## config.mk

```make
export PLATFORM = sky130hd
export DESIGN_NAME = button_short_long_press_qualifier
export DESIGN_NICKNAME = d
export VERILOG_FILES = /design/src/sv/bspq_pkg.sv /design/src/sv/bspq_key_track.sv /design/src/sv/button_short_long_press_qualifier.sv
export SDC_FILE = /design/constraint.sdc
export NUM_CORES = 1
export LEC_CHECK = 0
export ABC_AREA = 0
export BUFFER_PORTS_ARGS = -buffer_cell sky130_fd_sc_hd__buf_2
export CAP_MARGIN = 20
export CORE_MARGIN = 1.5
export CORE_UTILIZATION = 45
export DETAILED_ROUTE_END_ITERATION = 10
export PLACE_DENSITY_LB_ADDON = 0.3
export SYNTH_ARGS = -nofsm -noshare
export SYNTH_HDL_FRONTEND = slang
export SYNTH_HIERARCHICAL = 1
export SYNTH_SLANG_ARGS = --single-unit
```

## constraint.sdc

```tcl
create_clock -name clk -period 15.1 [get_ports clk]
set_input_delay 0.755 -clock clk [delete_from_list [all_inputs] [get_ports clk]]
set_output_delay 0.755 -clock clk [all_outputs]
set_load 0.05 [all_outputs]
```

## src/sv/bspq_pkg.sv

```systemverilog
// ----------------------------------------------------------------------------
// bspq_pkg
// shared types and constants for the button short/long press qualifier
// ----------------------------------------------------------------------------
package bspq_pkg;

  localparam int unsigned TIME_BITS_DEFAULT = 32;
  localparam int unsigned CFG_MS_BITS       = 16;
  localparam int unsigned CFG_INDEX_BITS    = 2;
  localparam int unsigned CFG_DATA_BITS     = 16;

  localparam logic [CFG_MS_BITS-1:0] LONG_PRESS_MS_RESET = 16'd500;
  localparam logic [CFG_MS_BITS-1:0] REPEAT_GAP_MS_RESET = 16'd200;
  localparam logic                   LONG_PRESS_NAV_RESET = 1'b1;

  // configuration register indexes
  typedef enum logic [CFG_INDEX_BITS-1:0] {
    REG_LONG_PRESS_MS  = 2'd0,
    REG_REPEAT_GAP_MS  = 2'd1,
    REG_LONG_PRESS_NAV = 2'd2
  } cfg_reg_t;

  // per-key result of one poll
  typedef struct packed {
    logic long_ev;
    logic short_ev;
    logic woke;
    logic asleep_out;
  } key_ev_t;

endpackage

```

## src/sv/bspq_key_track.sv

```systemverilog
// ----------------------------------------------------------------------------
// bspq_key_track
// edge tracker for one OK or BACK key: short press, long press, wake swallow
// ----------------------------------------------------------------------------
module bspq_key_track #(
  parameter int unsigned TIME_BITS = bspq_pkg::TIME_BITS_DEFAULT
) (
  input  logic                            clk,
  input  logic                            rst,
  input  logic                            upd,
  input  logic                            lvl,
  input  logic [TIME_BITS-1:0]            now_ms,
  input  logic                            asleep_in,
  input  logic [bspq_pkg::CFG_MS_BITS-1:0] long_press_ms,
  output bspq_pkg::key_ev_t               ev
);
  import bspq_pkg::*;

  logic                 was_pressed;
  logic                 long_fired;
  logic                 wake_swallow;
  logic [TIME_BITS-1:0] press_time;

  logic                 press_edge;
  logic                 fired_base;
  logic                 swallow_next;
  logic [TIME_BITS-1:0] press_time_next;
  logic [TIME_BITS-1:0] elapsed;
  logic                 long_ev;

  always_comb begin
    press_edge      = lvl && !was_pressed;
    press_time_next = press_edge ? now_ms : press_time;
    fired_base      = press_edge ? 1'b0 : long_fired;
    swallow_next    = press_edge ? asleep_in : wake_swallow;
    // wraps modulo 2^TIME_BITS
    elapsed         = now_ms - press_time_next;
    long_ev         = lvl && !fired_base && !swallow_next &&
                      (elapsed >= TIME_BITS'(long_press_ms));
    ev.long_ev      = long_ev;
    ev.short_ev     = !lvl && was_pressed && !fired_base && !swallow_next;
    ev.woke         = press_edge && asleep_in;
    ev.asleep_out   = asleep_in && !press_edge;
  end

  always_ff @(posedge clk) begin
    if (rst) begin
      was_pressed  <= 1'b0;
      long_fired   <= 1'b0;
      wake_swallow <= 1'b0;
      press_time   <= '0;
    end else if (upd) begin
      was_pressed  <= lvl;
      long_fired   <= fired_base | long_ev;
      wake_swallow <= swallow_next;
      press_time   <= press_time_next;
    end
  end

endmodule

```

## src/sv/button_short_long_press_qualifier.sv

```systemverilog
// ----------------------------------------------------------------------------
// button_short_long_press_qualifier
// turns polled button levels into select/escape/next/prev/up/down events
// ----------------------------------------------------------------------------
// usage:
//   input channel (in_valid / in_stall) carries one poll per beat: timestamp,
//   six button levels, screen-asleep and hold-repeat flags
//   output channel (out_valid / out_stall) carries one result beat per poll,
//   in order, with the event pulses and the wake flag
//   config channel (cfg_valid / cfg_ready) writes long_press_ms,
//   repeat_gap_ms and long_press_nav; cfg_ready is always high, and writes
//   are only expected while no poll is in flight
// timing:
//   a poll passes through the input register, then one pass of key tracking
//   and gap gate into the result register
//   throughput is one poll per cycle while the output does not stall; the key
//   state and gate time are updated in the same cycle a poll leaves the input
//   register, so the following poll sees them with no bubble
// reset:
//   rst clears all key tracking state and the last gate time to 0 and loads
//   the register defaults (500, 200, 1); both pipeline stages come up empty
// stall:
//   a stalled result holds in the result register; one more poll may sit in
//   the input register, after which in_stall rises until the output drains
// ----------------------------------------------------------------------------
module button_short_long_press_qualifier #(
  parameter int unsigned TIME_BITS = bspq_pkg::TIME_BITS_DEFAULT
) (
  input  logic                                clk,
  input  logic                                rst,
  // poll channel
  input  logic                                in_valid,
  output logic                                in_stall,
  input  logic [TIME_BITS-1:0]                now_ms,
  input  logic                                btn_left,
  input  logic                                btn_up,
  input  logic                                btn_right,
  input  logic                                btn_down,
  input  logic                                btn_ok,
  input  logic                                btn_back,
  input  logic                                screen_asleep,
  input  logic                                hold_repeat,
  // result channel
  output logic                                out_valid,
  input  logic                                out_stall,
  output logic                                ev_select,
  output logic                                ev_escape,
  output logic                                ev_next,
  output logic                                ev_prev,
  output logic                                ev_up,
  output logic                                ev_down,
  output logic                                ev_any_key,
  output logic                                wake_screen,
  // config channel
  input  logic                                cfg_valid,
  output logic                                cfg_ready,
  input  logic [bspq_pkg::CFG_INDEX_BITS-1:0] cfg_index,
  input  logic [bspq_pkg::CFG_DATA_BITS-1:0]  cfg_data
);
  import bspq_pkg::*;

  // configuration registers
  logic [CFG_MS_BITS-1:0] long_press_ms;
  logic [CFG_MS_BITS-1:0] repeat_gap_ms;
  logic                   long_press_nav;

  // input register
  logic                 s1_valid;
  logic [TIME_BITS-1:0] s1_now;
  logic                 s1_left, s1_up, s1_right, s1_down, s1_ok, s1_back;
  logic                 s1_asleep, s1_hold;

  // gate state
  logic [TIME_BITS-1:0] last_gate_time;

  // pass logic
  logic                 s2_fire;
  logic                 in_fire;
  logic                 key_upd;
  key_ev_t              ok_ev, back_ev;
  logic                 any_btn;
  logic                 admit;
  logic                 asleep_mid;
  logic                 gate_wake;
  logic                 gated;
  logic [TIME_BITS-1:0] gap;
  logic                 sel, esc, nxt, prv, eup, edn, any, woke;

  assign cfg_ready = 1'b1;

  // stage 2 moves when the result register is empty or being drained
  assign s2_fire  = s1_valid && (!out_valid || !out_stall);
  assign in_stall = s1_valid && !s2_fire;
  assign in_fire  = in_valid && !in_stall;
  assign key_upd  = s2_fire && long_press_nav;

  bspq_key_track #(.TIME_BITS(TIME_BITS)) u_ok (
    .clk           (clk),
    .rst           (rst),
    .upd           (key_upd),
    .lvl           (s1_ok),
    .now_ms        (s1_now),
    .asleep_in     (s1_asleep),
    .long_press_ms (long_press_ms),
    .ev            (ok_ev)
  );

  // back sees the screen as ok left it
  bspq_key_track #(.TIME_BITS(TIME_BITS)) u_back (
    .clk           (clk),
    .rst           (rst),
    .upd           (key_upd),
    .lvl           (s1_back),
    .now_ms        (s1_now),
    .asleep_in     (ok_ev.asleep_out),
    .long_press_ms (long_press_ms),
    .ev            (back_ev)
  );

  always_comb begin
    any_btn    = s1_left || s1_up || s1_right || s1_down || s1_ok || s1_back;
    // with nav off the key trackers are bypassed entirely
    asleep_mid = long_press_nav ? back_ev.asleep_out : s1_asleep;
    gap        = s1_now - last_gate_time;
    admit      = (gap > TIME_BITS'(repeat_gap_ms)) || s1_hold;
    // a pressed poll through the gate while still asleep only wakes
    gate_wake  = admit && any_btn && asleep_mid;
    gated      = admit && !gate_wake;

    sel  = (long_press_nav && ok_ev.short_ev) ||
           (gated && !long_press_nav && s1_ok);
    esc  = (long_press_nav && back_ev.short_ev) ||
           (gated && !long_press_nav && s1_back);
    nxt  = (long_press_nav && ok_ev.long_ev) || (gated && s1_right);
    prv  = (long_press_nav && back_ev.long_ev) || (gated && s1_left);
    eup  = gated && s1_up;
    edn  = gated && s1_down;
    any  = (long_press_nav && (ok_ev.short_ev || ok_ev.long_ev ||
                               back_ev.short_ev || back_ev.long_ev)) ||
           (gated && any_btn);
    woke = (long_press_nav && (ok_ev.woke || back_ev.woke)) || gate_wake;
  end

  // config, pipeline control and gate time
  always_ff @(posedge clk) begin
    if (rst) begin
      long_press_ms  <= LONG_PRESS_MS_RESET;
      repeat_gap_ms  <= REPEAT_GAP_MS_RESET;
      long_press_nav <= LONG_PRESS_NAV_RESET;
      s1_valid       <= 1'b0;
      out_valid      <= 1'b0;
      last_gate_time <= '0;
    end else begin
      if (cfg_valid && cfg_ready) begin
        unique case (cfg_index)
          REG_LONG_PRESS_MS:  long_press_ms  <= cfg_data;
          REG_REPEAT_GAP_MS:  repeat_gap_ms  <= cfg_data;
          REG_LONG_PRESS_NAV: long_press_nav <= cfg_data[0];
          default: ;
        endcase
      end
      if (in_fire) begin
        s1_valid <= 1'b1;
      end else if (s2_fire) begin
        s1_valid <= 1'b0;
      end
      if (s2_fire) begin
        out_valid <= 1'b1;
      end else if (!out_stall) begin
        out_valid <= 1'b0;
      end
      if (s2_fire && admit && any_btn) begin
        last_gate_time <= s1_now;
      end
    end
  end

  // payload registers
  always_ff @(posedge clk) begin
    if (in_fire) begin
      s1_now    <= now_ms;
      s1_left   <= btn_left;
      s1_up     <= btn_up;
      s1_right  <= btn_right;
      s1_down   <= btn_down;
      s1_ok     <= btn_ok;
      s1_back   <= btn_back;
      s1_asleep <= screen_asleep;
      s1_hold   <= hold_repeat;
    end
    if (s2_fire) begin
      ev_select   <= sel;
      ev_escape   <= esc;
      ev_next     <= nxt;
      ev_prev     <= prv;
      ev_up       <= eup;
      ev_down     <= edn;
      ev_any_key  <= any;
      wake_screen <= woke;
    end
  end

  // input side only backs up when a poll is waiting in the input register
  a_stall_needs_poll: assert property (@(posedge clk) disable iff (rst)
    in_stall |-> s1_valid)
    else $error("in_stall with empty input register");

  // a gated pressed poll moves the gate time to its timestamp
  a_gate_time: assert property (@(posedge clk) disable iff (rst)
    (s2_fire && admit && any_btn) |=> (last_gate_time == $past(s1_now)))
    else $error("gate time not updated");

  // up/down only pass the gate awake, which always flags any-key
  a_dir_any: assert property (@(posedge clk) disable iff (rst)
    (out_valid && (ev_up || ev_down)) |-> ev_any_key)
    else $error("directional event without any-key");

  // a result leaves the register only when taken
  a_result_kept: assert property (@(posedge clk) disable iff (rst)
    (out_valid && out_stall) |=> out_valid)
    else $error("stalled result dropped");

endmodule

```

; After elaboration in Yosys (flattened, before gate mapping)
; Cells that the tools add are included.
[classes]
addsub = 3
magnitude_cmp = 3
eq_ne = 3
muxes = 11
bitwise = 2
n_reduce_logical = 79
[ops]
columns = op, count
row1 = 32-bit subtractor, 3
row2 = 32-bit by 16-bit greater-or-equal comparator with 1-bit output, 2
row3 = 32-bit 2-to-1 mux, 2
row4 = 1-bit logical AND, 41
row5 = 32-bit by 16-bit greater-than comparator with 1-bit output, 1
row6 = 1-bit logical OR, 17
row7 = 1-bit zero test, 16
row8 = 1-bit 2-to-1 mux, 9
row9 = 2-bit AND reduction, 3
row10 = 2-bit by 1-bit equality test with 1-bit output (second input constant), 1
row11 = 2-bit equality test (second input constant), 1
row12 = 2-bit zero test, 1
row13 = 2-bit by 1-bit != test with 1-bit output (second input constant), 1
row14 = 1-bit bitwise OR, 2
row15 = 2-bit nonzero test, 1
[totals]
ff_bits = 185
input_bits = 63
out_inout_bits = 11
wordCells = 132

; Depth between registers and ports, before layout
; Gate-level depths: netlist of the first run.
[depth]
ltp_word = 12
depth_mapped = 28
ltp_nobuf = 25

; By module
; Netlist of the first run, hierarchy kept.
[by_module_without_submodules]
columns = module, instances, cells_per_inst, area_per_inst_um2, seq_area_each_um2
row1 = button_short_long_press_qualifier, 1, 784, 7098.1, 2782.7
row2 = bspq_key_track (u_ok), 1, 603, 4372.9, 700.7
row3 = bspq_key_track (u_back), 1, 591, 4276.6, 700.7

; Least setup slack after synthesis of the first run
; No wires, ideal clock.
[synth_path]
path_type = register to register
from = reg s1_ok
to = reg ev_any_key, data pin
t_arrival_ps = 6041
t_required_ps = 14825
setup_slack_ps = 8783
stages_incl_launch_ff = 29
n_path_buf = 4
period_less_slack_ps = 6317
cell_sequence = edfxtp_1 -> nand2b_1 -> buf_6 -> buf_2 -> clkbuf_1 -> nand2_1 -> o21ai_0 -> ha_1 -> inv_1 -> ha_1 -> o21ai_0 -> a21oi_1 -> o41ai_1 -> nand2_1 -> a21oi_1 -> xnor2_1 -> ha_1 -> nand2_1 -> o21ai_0 -> a2111oi_2 -> o2111ai_1 -> or4_1 -> or4_1 -> or4_1 -> nor4_2 -> nor3b_1 -> buf_4 -> nor4_1 -> a31oi_1
[synth_lines]
columns = item, line_no
row1 = "start, declared", button_short_long_press_qualifier.sv:70  ; logic s1_left, s1_up, s1_right, s1_down, s1_ok, s1_back;
row2 = "start signal, assigned", button_short_long_press_qualifier.sv:186  ; s1_ok <= btn_ok;
row3 = 1-bit logical AND, bspq_key_track.sv:32  ; press_edge = lvl && !was_pressed;
row4 = 32-bit 2-to-1 mux, bspq_key_track.sv:33  ; press_time_next = press_edge ? now_ms : press_time;
row5 = via u_ok.press_time_next[0], bspq_key_track.sv:27  ; logic [TIME_BITS-1:0] press_time_next;
row6 = 32-bit subtractor, bspq_key_track.sv:37  ; elapsed = now_ms - press_time_next;
row7 = 32-bit by 16-bit greater-or-equal comparator with 1-bit output, bspq_key_track.sv:39  ; (elapsed >= TIME_BITS'(long_press_ms));
row8 = 1-bit logical AND, bspq_key_track.sv:38  ; long_ev = lvl && !fired_base && !swallow_next &&
row9 = via u_ok.long_ev, bspq_key_track.sv:29  ; logic long_ev;
row10 = 1-bit logical OR (2 in series), button_short_long_press_qualifier.sv:138  ; any = (long_press_nav && (ok_ev.short_ev || ok_ev.long_ev ||
row11 = 1-bit logical OR, button_short_long_press_qualifier.sv:139  ; back_ev.short_ev || back_ev.long_ev)) ||
row12 = 1-bit logical AND, button_short_long_press_qualifier.sv:138
row13 = 1-bit logical OR, button_short_long_press_qualifier.sv:139
row14 = via any, button_short_long_press_qualifier.sv:87  ; logic sel, esc, nxt, prv, eup, edn, any, woke;
row15 = "end signal, assigned", button_short_long_press_qualifier.sv:198  ; ev_any_key <= any;
row16 = "end, declared", button_short_long_press_qualifier.sv:52  ; output logic ev_any_key,
; The timed path passes the listed nets, and every way through them passes these cells.
; A chain may end at the register's enable or synchronous reset.

==> flow_metrics.env, run 1 <==
export IMPL_tns_ns=0
export IMPL_worst_clock_skew_ns=0.0144
export IMPL_synth_area_leader_cell="dfxtp_1"
export IMPL_nNetsFinal=2153
export IMPL_cts_htree_levels=4
export IMPL_place_congestion=0.982
export IMPL_cts_tree="built"
export IMPL_post_synth_cell_area_avg_um2=7.96
export IMPL_syn_num_nets=2163
export IMPL_drv_cap=0
export IMPL_io_pin_count=74
export IMPL_placed_area_um2=16200
export IMPL_grt_usage_pct=24.5
export IMPL_end_kind="flop"
export IMPL_drv_slew=0
export IMPL_ctsRootBufferMaster="clkbuf_16"
export IMPL_area_growth_pct=6.14
export IMPL_clock_sinks=185
export IMPL_clock_latency_ns=0.47
export IMPL_tightest_slew_ns=1.11
export IMPL_cts_resized=0
export IMPL_ys_top_cells_by_area="dfxtp_1 (17%), ha_1 (9.6%), edfxtp_1 (9.2%)"
export IMPL_diodes=0
export IMPL_synth_async_reset_ratio_pct=0
export IMPL_fin_total_pwr_mw=1.55
export IMPL_antenna_found_initial=0
export IMPL_fmax_mhz=140
export IMPL_rows=68
export IMPL_grt_first_pass_wirelength_mm=70.1
export IMPL_crit_required_ns=15.29
export IMPL_postRouteWirelength_mm=44.6
export IMPL_drive_above_1_share_pct=8.58
export IMPL_setup_viol=0
export IMPL_yosys_area_top_type_share_pct=17.4
export IMPL_fin_crit_sh_pct=47.2
export IMPL_outcome="complete, no violations"
export IMPL_gr_total_overflow=0
export IMPL_dieArea_um2=36100
export IMPL_crit_path_max_incr_delay_ns=0.73
export IMPL_stdcell_area_um2=16700
export IMPL_hold_violations=0
export IMPL_vdd_drop_max_v=0.0000880
export IMPL_critPathBufInv=2
export IMPL_grt_max_degree=100
export IMPL_dp_hpwl_mm=34.6
export IMPL_remaining_drc_errors=0
export IMPL_crit_family="simple AND/OR/NAND/NOR gates"
export IMPL_wire_per_inst_um=18.3
export IMPL_vias=14507
export IMPL_maxSlewHeadroom_pct=26.0
export IMPL_synth_cells=1978
export IMPL_final_cells=2436
export IMPL_cts_hold_buf=0
export IMPL_grt_pass1_vias=13441
export IMPL_drt_initial_drc_count=1230
export IMPL_coreArea_um2=34500
export IMPL_die_w_um=190
export IMPL_yosys_warnings=6
export IMPL_cts_buffers=17
export IMPL_crit_slowest_cell="nand2b_1"
export IMPL_ys_ff_latch=185
export IMPL_antenna_left=0
export IMPL_cp_start_kind="flop"
export IMPL_routed_via_density=5.96
export IMPL_powerDensity_nw_per_um2=92.9
export IMPL_ys_types=107
export IMPL_p_leak_nw=6.32
export IMPL_post_place_cells=2404
export IMPL_ctsLongestPathBuffers=2
export IMPL_dr_pass1_iters=6
export IMPL_crit_type="reg2reg"
export IMPL_initial_core_util_pct=45.7
export IMPL_die_h_um=190
export IMPL_postCtsSetupRepairBufs=0
export IMPL_hp_class="reg2reg"
export IMPL_path_clk_slew_ns=0.08
export IMPL_rsz0062_at_grt="false"
export IMPL_post_synth_instance_area_um2=15700
export IMPL_setup_ws_ns=7.97
export IMPL_arrival_ns=7.33
export IMPL_period_minus_slack_ns=7.13
export IMPL_synth_flop_cell="dfxtp_1"
export IMPL_place_ws_ns=8.08
export IMPL_yosysSeqAreaShare_pct=26.6
export IMPL_worstPathMaxFanout=27
export IMPL_synth_edf_count=48
export IMPL_portBuffers=72
worst paths after layout:
check,from,to,slack (ns),cells after the start
worst max-delay path,s1_ok,ev_any_key,7.97,25
worst min-delay path,repeat_gap_ms[11],repeat_gap_ms[11],0.46,2
worst max register to register,s1_ok,ev_any_key,7.97,25
worst min register to register,repeat_gap_ms[11],repeat_gap_ms[11],0.46,2
per-layer routing:
metal | wire [µm] | vias up | GRT usage [%]
li1 | - | 7147 | -
met1 | 20600 | 6878 | 32.9
met2 | 20300 | 405 | 39.9
met3 | 2320 | 77 | 3.12
met4 | 1360 | 0 | 9.04
met5 | 0 | - | 0
per-stage QoR:
stage                     utilization [%]  hold WS [ns]
after floorplan                         -         0.436
after global placement               46.9         0.443
after detailed placement             46.9         0.449
after CTS                            48.5         0.449
after global routing                 48.5         0.448
final                                48.5         0.459
Yosys cell counts (all sizes together), types with 13 or more instances:
cell type / count
nor4: 21
o211ai: 21
xnor2: 53
nor3: 22
ha: 121
xor2: 19
and2: 18
nand2: 236
o31ai: 14
nand2b: 105
clkbuf: 58
buf: 48
nor2b: 25
a21o: 25
inv: 125
a31oi: 14
edfxtp: 48
o22ai: 13
mux2i: 84
nor2: 154
nand3b: 14
nand3: 39
a21oi: 170
o21a: 16
o21ai: 76
nand4: 43
dfxtp: 137
a211oi: 62
cells by family after synthesis:
logic type	count (synthesis)	share of synthesized area [%]
AOI/OAI and AO/OA	535	23.4
buffers and inverters	231	6.59
adders and majority gates	133	10.4
and+or+nand+nor	733	23.4
xor gates and xnor gates	72	4.00
muxes	88	5.63
other	1	0.0238
DFF	185	26.6
tightest hold or removal path, stage by stage (launching register included):
cell	delay (ns)
dfxtp_1	0.32
nand2_1	0.05
a21oi_1	0.05
power breakdown:
group	leakage [nW]	internal, mW	switching [mW]
clock	0.258	0.215	0.216
sequential	1.58	0.536	0.0323
combinational	4.47	0.215	0.339
total	6.32	0.966	0.587
layout make-up:
class / count / area [µm²]
Timing Repair Buffer: 77 / 400
Clock buffer: 18 / 429
Clock inverter: 14 / 120
Multi-Input combinational cell: 1562 / 10500
Fill cell: 3408 / 17700
Inverter: 125 / 472
Sequential cell: 185 / 4180
Tap cell: 455 / 569
sequential cells by signal, summed over array words and instances, names as in the netlist, 16 cells and up:
signal,flops
s1_now,32
last_gate_time,32
u_back/press_time,32
repeat_gap_ms,16
u_ok/press_time,32
long_press_ms,16
cell usage in the layout (no fill, tap or decap), drive strengths merged, types with 7 or more instances in the layout:
cell       n
a2111oi   10
a211o      8
a211oi    62
a21o      25
a21oi    170
a311oi     7
a31oi     14
and2      18
and3      12
buf       77
clkbuf    18
dfxtp    137
edfxtp    48
ha       121
inv      129
maj3      11
mux2i     84
nand2    236
nand2b   105
nand3     39
nand3b    14
nand4     43
nor2     154
nor2b     25
nor3      22
nor4      21
o2111ai   12
o211ai    21
o21a      16
o21ai     76
o21bai    10
o22ai     13
o31ai     14
xnor2     53
xor2      19
(Power assumes the default switching activity.)
==> run 2, diff against run 1 <==
Clock period 15.1 ns to 5.84 ns, I/O delays scaled along.
==> run 2 against run 1 <==
Worst setup slack lost 7.8 ns. Global-route usage grew 1.3 points. Cell count grew 4.2%. Sequential cell count is the same. Critical path type unchanged. Critical endpoint unchanged. Largest cell class unchanged. Largest power group is now combinational cells. Highest routed layer unchanged.
==> flow_metrics.env, run 2 (synthesis results as in run 1) <==
export IMPL_tightest_slew_ns=0.918
export IMPL_rows=68
export IMPL_arrival_ns=5.83
export IMPL_cp_start_kind="flop"
export IMPL_r2r_setup_slack_ns=0.20
export IMPL_crit_slowest_cell="or4_1"
export IMPL_portBuffers=72
export IMPL_clock_latency_ns=0.46
export IMPL_dr_pass1_iters=6
export IMPL_grt_pass1_vias=14169
export IMPL_p_int_mw=2.62
export IMPL_maxSlewHeadroom_pct=38.6
export IMPL_fmax_mhz=177
export IMPL_p_leak_nw=6.84
export IMPL_fin_crit_sh_pct=96.6
export IMPL_drt_initial_drc_count=1360
export IMPL_antenna_left=0
export IMPL_initial_core_util_pct=45.7
export IMPL_power_switching_mw=1.55
export IMPL_comb_power_share_pct=37.4
export IMPL_hold_violations=0
export IMPL_min_path_cells=3
export IMPL_die_w_um=190
export IMPL_hp_start="in_valid"
export IMPL_vias=14911
export IMPL_top_usage_layer="met2"
export IMPL_die_h_um=190
export IMPL_period_minus_slack_ns=5.64
export IMPL_groute_layer_met3_usage_pct=3.43
export IMPL_end_kind="flop"
export IMPL_clock_sinks=185
export IMPL_drv_cap=0
export IMPL_outcome="complete, no violations"
export IMPL_routed_via_density=5.87
export IMPL_clockPowerShare_pct=27.7
export IMPL_antenna_found_initial=0
export IMPL_rr_endpoint="ev_any_key"
export IMPL_seq_power_share_pct=35.0
export IMPL_wire_per_inst_um=18.4
export IMPL_grt_first_pass_wirelength_mm=73.5
export IMPL_use_met2_pct=42.0
export IMPL_crit_path_max_incr_delay_ns=0.52
export IMPL_drive_above_1_share_pct=12.4
export IMPL_hold_end="s1_valid"
export IMPL_gr_total_overflow=0
export IMPL_vdd_drop_max_v=0.000234
export IMPL_cts_htree_levels=4
export IMPL_swShare_pct=37.1
export IMPL_worstReg2RegStart="s1_ok"
export IMPL_place_congestion=0.972
export IMPL_nNetsFinal=2256
export IMPL_globalRouteMet1Util_pct=34.5
export IMPL_coreArea_um2=34500
export IMPL_path_clk_slew_ns=0.08
export IMPL_postRouteWirelength_mm=46.7
export IMPL_path_cells="buf_6 > and2b_4 > mux2i_1 > ha_2 > nand2_1 > a211o_1 > and3_1 > xnor2_1 > ha_1 > a21oi_2 > o21ai_1 > a2111oi_2 > o2111ai_1 > or4_1 > or4_1 > or4_1 > nor4_2 > buf_4 > nor3b_1 > nor4_1 > a31oi_1"
export IMPL_hp_class="in2reg"
export IMPL_dp_hpwl_mm=36.0
export IMPL_cts_buffers=17
export IMPL_crit_type="reg2reg"
export IMPL_ctsRootBufferMaster="clkbuf_16"
export IMPL_worst_clock_skew_ns=0.0125
export IMPL_dieArea_um2=36100
export IMPL_setup_viol=0
export IMPL_powerDensity_nw_per_um2=235
export IMPL_final_common_cell="nand2_1"
export IMPL_worstPathMaxFanout=7
export IMPL_crit_required_ns=6.03
export IMPL_grt_max_degree=102
export IMPL_drv_slew=0
export IMPL_diodes=0
export IMPL_fin_util_pct=51.5
export IMPL_final_cell_mix="nand2_1 (234), a21oi_1 (154), nor2_1 (153)"
export IMPL_cts_tree="built"
export IMPL_area_growth_pct=12.8
export IMPL_grt_usage_pct=25.8
export IMPL_fin_hold_ws_ns=0.0695
export IMPL_fin_total_pwr_mw=4.17
export IMPL_reg2reg_depth=21
export IMPL_ctsLongestPathBuffers=2
export IMPL_cpMostUsedCell="or4_1"
export IMPL_remaining_drc_errors=0
export IMPL_io_pin_count=74
run 2: changes by cell type in the layout (fill, tap and decap cells not counted), moves of 2 or more:
cell | previous run | this run
o21ai_0 | 63 | 57
clkinvlp_4 | 4 | 2
inv_6 | 1 | 5
o41ai_1 | 5 | 3
a21oi_2 | 10 | 15
buf_6 | 0 | 3
a21oi_1 | 159 | 154
dlygate4sd3_1 | 0 | 40
o21ai_2 | 2 | 7
ha_2 | 0 | 3
buf_4 | 6 | 64
ha_1 | 121 | 118
clkbuf_8 | 0 | 2
inv_8 | 3 | 0
run 2: layout make-up:
| class | count | area [µm²] |
|---|---|---|
| clock buffer | 22 | 485 |
| clock inverter | 10 | 78.8 |
| fill | 3314 | 16700 |
| inverter | 125 | 472 |
| multi-input combinational | 1563 | 10700 |
| sequential | 185 | 4190 |
| tap | 455 | 569 |
| timing repair buffer | 179 | 1290 |
run 2: through the flow:
step	TNS [ns]	instance area (µm²)	worst slack, ns	instances
5_1_grt	-0.0103	17800	-0.0103	2539
3_3_place_gp	0	16600	0.220	2460
4_1_cts	0	17600	0.00362	2531
2_1_floorplan	0	15800	0.00264	1978
3_5_place_dp	-0.0232	16600	-0.0232	2460
6_report	0	17800	0.198	2539
run 2: worst max-delay path by stage:
stage / startpoint / end / slack, ns / cells past startpoint
3_5_place_dp: u_ok/was_pressed / ev_any_key / -0.02 / 22
4_1_cts: u_ok/was_pressed / ev_any_key / 0.004 / 24
2_1_floorplan: s1_ok / ev_any_key / 0.003 / 27
5_1_grt: s1_ok / ev_any_key / -0.01 / 21
6_report: s1_ok / ev_any_key / 0.20 / 21
3_3_place_gp: u_ok/was_pressed / ev_any_key / 0.22 / 22
run 2: metal layers:
metal / share of wire [%] / vias to the layer above
met5: 0 / -
met1: 47 / 7070
met3: 4.5 / 68
li1: - / 7356
met4: 2.9 / 0
met2: 46 / 417
run 2: power by group through the flow:
| stage | combinational, mW | clock [mW] | sequential [mW] |
|---|---|---|---|
| 3_3_place_gp | 1.47 | 0 | 1.48 |
| 4_1_cts | 1.51 | 1.18 | 1.46 |
| 3_5_place_dp | 1.48 | 0 | 1.48 |
| 6_report | 1.56 | 1.15 | 1.46 |
| 5_1_grt | 1.71 | 1.23 | 1.47 |
| 2_1_floorplan | 1.11 | 0 | 1.47 |
run 2: repair_timing:
action                                  CTS  global route
cloned                                    0             1
hold endpoints to repair                 39             1
setup buffers                             0             6
gates resized for setup                   1            33
endpoints found under the setup margin    1             2
pin swaps                                 0            13
hold buffers                             39             1
run 2: worst max-delay path: cells and delay by family (launching register included):
| kind | cells | cell delay, ns |
|---|---|---|
| flops | 1 | 0.45 |
| compound gates | 6 | 1.00 |
| mux | 1 | 0.15 |
| buf+inv | 2 | 0.36 |
| xor+xnor | 1 | 0.13 |
| fa+ha+maj | 2 | 0.77 |
| simple gates | 9 | 2.49 |
